<file path="src/sv/longest_prefix_route_lookup_top_defines.svh">
// ----------------------------------------------------------------------------
// longest prefix route lookup - assertion macros
// shared property shapes, clocked on clk and disabled while rst_n is low
// ----------------------------------------------------------------------------
`ifndef LONGEST_PREFIX_ROUTE_LOOKUP_TOP_DEFINES_SVH
`define LONGEST_PREFIX_ROUTE_LOOKUP_TOP_DEFINES_SVH

// same-cycle implication
`define LPRL_ASSERT_IMP(lbl, ante, cons, msg) \
  lbl: assert property (@(posedge clk) disable iff (!rst_n) (ante) |-> (cons)) \
    else $error(msg);

// next-cycle implication
`define LPRL_ASSERT_NXT(lbl, ante, cons, msg) \
  lbl: assert property (@(posedge clk) disable iff (!rst_n) (ante) |=> (cons)) \
    else $error(msg);

`endif

</file>
<file path="src/sv/lprl_pkg.sv">
// ----------------------------------------------------------------------------
// lprl_pkg
// widths, codes, inter-cell token types and the leading-bit counter
// ----------------------------------------------------------------------------
`default_nettype none

package lprl_pkg;

  localparam int unsigned ADDR_W      = 32;
  localparam int unsigned IDX_W       = 5;
  localparam int unsigned PORT_W      = 4;
  localparam int unsigned LEN_W       = 6;
  localparam int unsigned CNT_W       = 6;
  localparam int unsigned ENTRIES_DEF = 32;
  localparam int unsigned PORTS_DEF   = 16;

  typedef enum logic {
    OP_WRITE  = 1'b0,
    OP_LOOKUP = 1'b1
  } op_t;

  // table write broadcast to every cell
  typedef struct packed {
    logic              en;
    logic [IDX_W-1:0]  index;
    logic [ADDR_W-1:0] address;
    logic [PORT_W-1:0] port;
  } wr_bus_t;

  // lookup token walking down the chain with the best match so far
  typedef struct packed {
    logic              valid;
    logic [ADDR_W-1:0] key;
    logic [LEN_W-1:0]  best_len;
    logic [IDX_W-1:0]  best_idx;
    logic [PORT_W-1:0] best_port;
  } token_t;

  // number of leading zero bits of a 32-bit word, 32 for zero
  function automatic logic [LEN_W-1:0] lead_zeros(input logic [ADDR_W-1:0] v);
    logic [LEN_W-1:0]  n;
    logic [ADDR_W-1:0] x;
    n = '0;
    x = v;
    if (x[31:16] == 16'h0) begin
      n = n + 6'd16;
      x = {x[15:0], 16'h0};
    end
    if (x[31:24] == 8'h0) begin
      n = n + 6'd8;
      x = {x[23:0], 8'h0};
    end
    if (x[31:28] == 4'h0) begin
      n = n + 6'd4;
      x = {x[27:0], 4'h0};
    end
    if (x[31:30] == 2'h0) begin
      n = n + 6'd2;
      x = {x[29:0], 2'h0};
    end
    if (x[31] == 1'b0) begin
      n = n + 6'd1;
      x = {x[30:0], 1'b0};
    end
    if (x[31] == 1'b0) begin
      n = n + 6'd1;
    end
    return n;
  endfunction

endpackage

`default_nettype wire

</file>
<file path="src/sv/lprl_cell.sv">
// ----------------------------------------------------------------------------
// lprl_cell
// one route slot: stores address and port, scores the passing lookup word
// ----------------------------------------------------------------------------
`default_nettype none

module lprl_cell import lprl_pkg::*; #(
  parameter int unsigned CELL_IDX = 0
) (
  input  wire logic             clk,
  input  wire logic             rst_n,
  input  wire logic             advance,
  input  wire logic [CNT_W-1:0] entries_in_use,
  input  wire wr_bus_t          wr,
  input  wire token_t           tok_in,
  output token_t                tok_out
);

  localparam bit               WRITABLE  = (CELL_IDX < (1 << IDX_W));
  localparam logic [IDX_W-1:0] CELL_SLOT = IDX_W'(CELL_IDX);

  logic [ADDR_W-1:0] addr_r;
  logic [PORT_W-1:0] port_r;
  token_t            tok_r;
  token_t            tok_nxt;
  logic              active;
  logic [LEN_W-1:0]  shared;

  always_ff @(posedge clk) begin
    if (WRITABLE && wr.en && (wr.index == CELL_SLOT)) begin
      addr_r <= wr.address;
      port_r <= wr.port;
    end
  end

  assign active = (CELL_IDX < 32'(entries_in_use));
  assign shared = lead_zeros(addr_r ^ tok_in.key);

  // strict compare keeps the earlier slot on a tie
  always_comb begin
    tok_nxt = tok_in;
    if (tok_in.valid && active && (shared > tok_in.best_len)) begin
      tok_nxt.best_len  = shared;
      tok_nxt.best_idx  = CELL_SLOT;
      tok_nxt.best_port = port_r;
    end
  end

  always_ff @(posedge clk) begin
    if (!rst_n) begin
      tok_r <= '0;
    end else if (advance) begin
      tok_r <= tok_nxt;
    end
  end

  assign tok_out = tok_r;

endmodule

`default_nettype wire

</file>
<file path="config.mk">
export PLATFORM = sky130hd
export DESIGN_NAME = lprl_cell
export DESIGN_NICKNAME = d
export VERILOG_FILES = /design/src/sv/longest_prefix_route_lookup_top_defines.svh /design/src/sv/lprl_pkg.sv /design/src/sv/lprl_cell.sv
export SDC_FILE = /design/constraint.sdc
export NUM_CORES = 1
export LEC_CHECK = 0
export BUFFER_PORTS_ARGS = -buffer_cell sky130_fd_sc_hd__buf_4
export CAP_MARGIN = 10
export CORE_UTILIZATION = 50
export DETAILED_ROUTE_END_ITERATION = 7
export PLACE_DENSITY = 0.81
export SLEW_MARGIN = 30
export SYNTH_ARGS = -nofsm -noshare
export SYNTH_HDL_FRONTEND = slang
export SYNTH_SLANG_ARGS = --single-unit
</file>
<file path="constraint.sdc">
create_clock -name clk -period 6.5 [get_ports clk]
set_clock_uncertainty 0.15 [all_clocks]
set_input_delay 0.975 -clock clk [delete_from_list [all_inputs] [get_ports clk]]
set_output_delay 0.975 -clock clk [all_outputs]
set_load 0.02 [all_outputs]
</file>
**Word-level counts from Yosys, hierarchy flattened**

Index checks and enable logic that the tools add are counted.
Widths: inputs -> output; s select.

- Add/sub/neg operators: 5
- Multiply operators: 0
- Divide/modulo/power cells: 0
- Order comparisons: 2
- Equal/unequal tests: 0
- Shift operators: 0
- Multiplexer cells: 12
- Bitwise operators: 1
- Reductions and logical operators: 8

Operators with widths:

| kind | number |
|---|---|
| $mux 32 | 5 |
| $xor 32x32->32 | 1 |
| $mux 6 | 5 |
| $logic_not 16->1 | 1 |
| $mux 15 | 1 |
| $add 6x1->6 const B | 2 |
| $logic_not 8->1 | 1 |
| $add 6x2->6 const B | 1 |
| $add 6x3->6 const B | 1 |
| $add 6x4->6 const B | 1 |
| $gt 6x6->1 | 1 |
| $lt 1x6->1 const A | 1 |
| $logic_not 5->1 | 1 |
| $mux 5 | 1 |
| $logic_not 4->1 | 1 |
| $logic_and 1x1->1 | 3 |
| $logic_not 2->1 | 1 |

- Register bits: 84
- Latch bits: 0
- Bits in writable memories: 0
- Bits in read-only memories: 0
- Bits of input ports: 99
- Word-level logic and storage cells: 35
- Memories: 0

**Logic depth before layout (Yosys ltp)**

- Depth after elaboration: 16
- Depth in mapped cells: 22
- Depth with buffers taken out: 18

**Least setup slack after synthesis**

No wires, ideal clock.

- Kind: input to register
- From: input port tok_in[36] (netlist bit)
- To: register tok_r, in the netlist tok_out[10]
- Setup time: 0.074 ns
- Arrival time: 5.090 ns
- Required time: 6.276 ns
- Path slack: 1.186 ns
- Stages on the path: 18
- Path buffers: 2
- Cells stage by stage: xor2_1 > nor3_4 > and3_1 > buf_6 > a211oi_2 > or2_4 > or4_4 > nor3_1 > nor2b_1 > ha_1 > a21o_1 > a21o_1 > a211o_1 > o2111ai_1 > clkbuf_1 > or3b_2 > o21a_1 > o21ai_0

- Longest elaborated chain between the ends: 16
- Elaborated cells between the ends (all ways): 24
- Classes of those cells: add/sub: 5; order compare: 1; mux: 12; bitwise: 1; reduce/logical: 5

RTL lines:

| what | RTL line | text |
|---|---|---|
| start: declaration | lprl_cell.sv:15 | `input wire token_t tok_in,` |
| $xor 32x32->32 * | lprl_cell.sv:37 | `assign shared = lead_zeros(addr_r ^ tok_in.key);` |
| $logic_not 16->1 | lprl_pkg.sv:45 | `if (x[31:16] == 16'h0) begin` |
| $mux 5 / $mux 32 (equally long branches) | lprl_pkg.sv:45 |  |
| $add 6x4->6 / $logic_not 8->1 (equally long branches) | lprl_pkg.sv:50, lprl_pkg.sv:49 |  |
| $mux 6 / $mux 32 (equally long branches) | lprl_pkg.sv:49 | `if (x[31:24] == 8'h0) begin` |
| $add 6x3->6 / $logic_not 4->1 (equally long branches) | lprl_pkg.sv:54, lprl_pkg.sv:53 |  |
| $mux 6 / $mux 32 (equally long branches) | lprl_pkg.sv:53 | `if (x[31:28] == 4'h0) begin` |
| $add 6x2->6 / $logic_not 2->1 (equally long branches) | lprl_pkg.sv:58, lprl_pkg.sv:57 |  |
| $mux 6 | lprl_pkg.sv:57 | `if (x[31:30] == 2'h0) begin` |
| $add 6x1->6 | lprl_pkg.sv:62 | `n = n + 6'd1;` |
| $mux 6 | lprl_pkg.sv:61 | `if (x[31] == 1'b0) begin` |
| $add 6x1->6 | lprl_pkg.sv:66 | `n = n + 6'd1;` |
| $mux 6 * | lprl_pkg.sv:65 | `if (x[31] == 1'b0) begin` |
| $gt 6x6->1 | lprl_cell.sv:42 | `if (tok_in.valid && active && (shared > tok_in.best_len)) begin` |
| $logic_and 1x1->1 | lprl_cell.sv:42 |  |
| $mux 15 * | lprl_cell.sv:42 |  |
| end signal: assignment | lprl_cell.sv:53 | `tok_r <= tok_nxt;` |
| end: declaration | lprl_cell.sv:24 | `token_t tok_r;` |

Mark *: on every way between the ends. The rest lies on a longest branch, timed or not.
A chain may end at the register's enable or synchronous reset.

**Final worst setup path**

- From: input port tok_in[32] (netlist bit)
- To: register tok_r, in the netlist tok_out[10]

The elaborated chain is that of the path after synthesis.

==> metrics.md <==
| Metric | Value |
|---|---|
| First-pass GRT wire length | about 15000 um |
| CTS Root Cell | clkbuf_8 |
| Synthesized cell area | ~0.0040 mm2 |
| Hold-fix buffers, CTS | 0 |
| Antenna violations before repair | 0 |
| DR vias/cell | 5.35 |
| Synthesis-to-layout area growth | 33.2% |
| Wire length on met2 | 4770 um |
| Max Clock Freq | 0.176 GHz |
| Hold Crit Class | reg -> reg |
| Worst slew pin tran | 0.813 ns |
| Number of detailed-route iterations in the first pass | 4 |
| CORE AREA | 0.00777 mm2 |
| Fin crit share | between 80 and 90% |
| VDD IR max | 0.131 mV |
| CTS Buffer Depth | 2 |
| Met3 WL | 733 um |
| CP Capture Type | flip-flop |
| Pwr dens | 206 mW/mm2 |
| Layout cells sized above 1 | 34.7% |
| # setup viols final | 0 |
| Pre-CTS WS | 0.455 ns |
| Worst Path Max Fanout | 13 |
| Max-slew headroom | 45.8% |
| H-tree depth | 3 |
| Highest routed layer | met4 |
| Std cell rows | 32 |
| Total power | between 1 and 1.5 mW |
| R2R depth | 17 |
| Vias in the first global route | 3184 |
| Antenna diode count | 0 |
| Gpl congestion | around 0.93 |
| Worst-path clk slew | 0.08 ns |
| Required time of the critical path | 6.63 ns |
| WHS Endpoint | tok_out[8]$_SDFFE_PN0P_ |
| Final ANT Viol Nets | 0 |
| #FFs+latches synth | 84 |
| Worst Setup Start Kind | input port |
| Met1 WL | slightly below 4000 um |
| DR WL/cell | 15.8 um |
| CTS Buf Count | 9 |
| Post-CTS sizing | 0 |
| Distinct cells, synth | 55 |
| DRT iter0 DRCs | 133 |
| Port Buffers | 146 |
| DIE AREA | 0.00841 mm2 |
| Setup_tns | 0 ns |
| Die height | 91.7 um |
| Die W | 91.7 um |
| Slack of the critical path | 0.815 ns |
| Reg-to-Reg Start | addr_r[18]$_DFFE_PP_ |
| Arr. time, crit path | around 5.8 ns |
| Syn. warnings | 0 |
| Placed wire-length estimate | 7310 um |
| Post-Syn Area per Cell | 11.1 um2 |
| Final Max Slew Viols | 0 |
| Post-synthesis cell count | 361 |
| Tot GR Track Use | 23.2% |
| Syn nets | 467 |
| Status | complete, no violations |
| Async SR Flop Fraction | 0% |
| Largest net degree at the start of global routing | 65 |
| RSZ-0062 raised after global routing | false |
| WL final | 9640 um |
| Clk Latency, worst-skew pair | 0.35 ns |
| Hold path start | tok_out[8]$_SDFFE_PN0P_ |
| Final Hold Vio Count | 0 |
| Io pins | about 150 |
| Post-synth EDFFs | 36 |
| Nets | 608 |
| Top FF cell, synth | dfxtp_1 |
| Postcts setup bufs | 0 |
| Via count | 3257 |
| Register area share after synthesis | 50.7% |
| Lkg Pwr | 2.35 nW |
| Hold depth | 2 |
| R2R Setup Slk | 1.16 ns |
| DRC | 0 |
| CTS tree | done |
| MaxCap Viol Count | 0 |
| Critical Setup Path Class | in -> reg |
| Clk sink count | 84 |
| Overflow after GRT | 0 |
| Worst reg2reg endpoint | tok_out[10]$_SDFFE_PN0P_ |
| Fin crit period | about 5.7 ns |
| Starting Density | 51.8% |
## layout make-up
class / instances / area, um2
fillers: 633 / 2410
flip-flops and latches: 84 / 2040
multi-input cells: 249 / 1870
repair buffers: 148 / 1110
clock buffers: 12 / 145
well taps: 102 / 128
inverters: 10 / 37.5
clock inverters: 4 / 25.0
## cell families (layout without fill, tap and decap cells)
kind of cell / after synthesis / in the layout / share of synthesized area (%)
compound gates: 66 / 66 / 12.4
xor+xnor: 34 / 34 / 7.40
fa+ha+maj: 7 / 7 / 2.18
buf+inv: 28 / 174 / 3.02
flops: 84 / 84 / 50.7
mux: 37 / 37 / 9.20
simple gates: 105 / 105 / 15.1
## stage by stage
stage | hold slack [ns] | util, % | cells | area (um2)
6_report | 0.333 | 69.0 | 609 | 5360
4_1_cts | 0.333 | 69.0 | 609 | 5360
3_5_place_dp | 0.320 | 66.8 | 593 | 5190
5_1_grt | 0.352 | 69.0 | 609 | 5360
3_3_place_gp | 0.314 | 66.8 | 593 | 5190
2_1_floorplan | 0.402 | - | 361 | 4020
## cells in the mapped netlist (3+ instances only)
library cell  number  area share (%)
clkbuf_1          12             1.1
a21oi_1            5            0.62
nand4_1            5            0.78
a211oi_1           3            0.56
mux2i_1           37             9.2
xor2_1             8             1.7
xnor2_1           26             5.7
a311o_1            3            0.75
a21boi_0           5            0.93
nor3_1             6            0.75
a31oi_1           12             1.9
and3_1             3            0.47
nor2b_1           36             5.6
dfxtp_1           48              24
nor2_1             8            0.75
o211a_1            5             1.2
nand2b_1           6            0.93
o211ai_1           3            0.56
ha_1               7             2.2
nand2_1           16             1.5
inv_1             10            0.93
nand3_1           11             1.4
o21ai_0            8             1.0
edfxtp_1          36              27
## cells in the final DEF (no fill, tap or decap), drive strengths merged, types with 4 or more instances in the layout
cell type / Yosys / routed
a211oi: 4 / 4
a21boi: 5 / 5
a21oi: 5 / 5
a31oi: 12 / 12
buf: 6 / 148
clkbuf: 12 / 12
dfxtp: 48 / 48
edfxtp: 36 / 36
ha: 7 / 7
inv: 10 / 10
mux2i: 37 / 37
nand2: 16 / 16
nand2b: 6 / 6
nand3: 11 / 11
nand4: 5 / 5
nor2: 8 / 8
nor2b: 36 / 36
nor3: 7 / 7
o211a: 5 / 5
o21ai: 8 / 8
xnor2: 26 / 26
xor2: 8 / 8
## where the power goes
part	switching, mW	internal (mW)	total, mW	leakage [nW]
registers	0.0104	0.570	0.581	0.721
clock network	0.180	0.148	0.328	0.0824
logic	0.0968	0.100	0.197	1.54
total	0.287	0.819	1.11	2.35
## sequential cells by signal (all words and copies together) (netlist names)
| name | cells |
|---|---|
| addr_r | 32 |
| port_r | 4 |
| tok_out | 48 |
## metal layers
layer  GRT usage (%)  up-vias
met2            40.0      146
li1                -     1599
met3            7.21       20
met5               0        -
met4            7.29        0
met1            27.7     1492
## worst max path at each step
stage	startpoint	end	slack [ns]	cells past startpoint
3_5_place_dp	tok_in[32]	tok_out[10]$_SDFFE_PN0P_	0.45	18
2_1_floorplan	tok_in[36]	tok_out[10]$_SDFFE_PN0P_	1.19	18
3_3_place_gp	tok_in[32]	tok_out[10]$_SDFFE_PN0P_	0.59	18
4_1_cts	tok_in[32]	tok_out[10]$_SDFFE_PN0P_	0.81	18
6_report	tok_in[32]	tok_out[10]$_SDFFE_PN0P_	0.81	18
5_1_grt	tok_in[32]	tok_out[10]$_SDFFE_PN0P_	0.55	18
## worst max-delay path, stage by stage
cell and delay, ns:
buf_4 0.12, xnor2_1 0.28, and3_1 0.39, and3_1 0.41
a211oi_2 0.14, or2_4 0.29, or4_4 0.55, nor3_1 0.46
nor2b_1 0.10, ha_1 0.31, a21o_1 0.18, a21o_1 0.17
a211o_1 0.30, o2111ai_2 0.23, buf_4 0.27, or3b_2 0.45
o21a_1 0.11, o21ai_0 0.06
(Power assumes the default switching activity.)
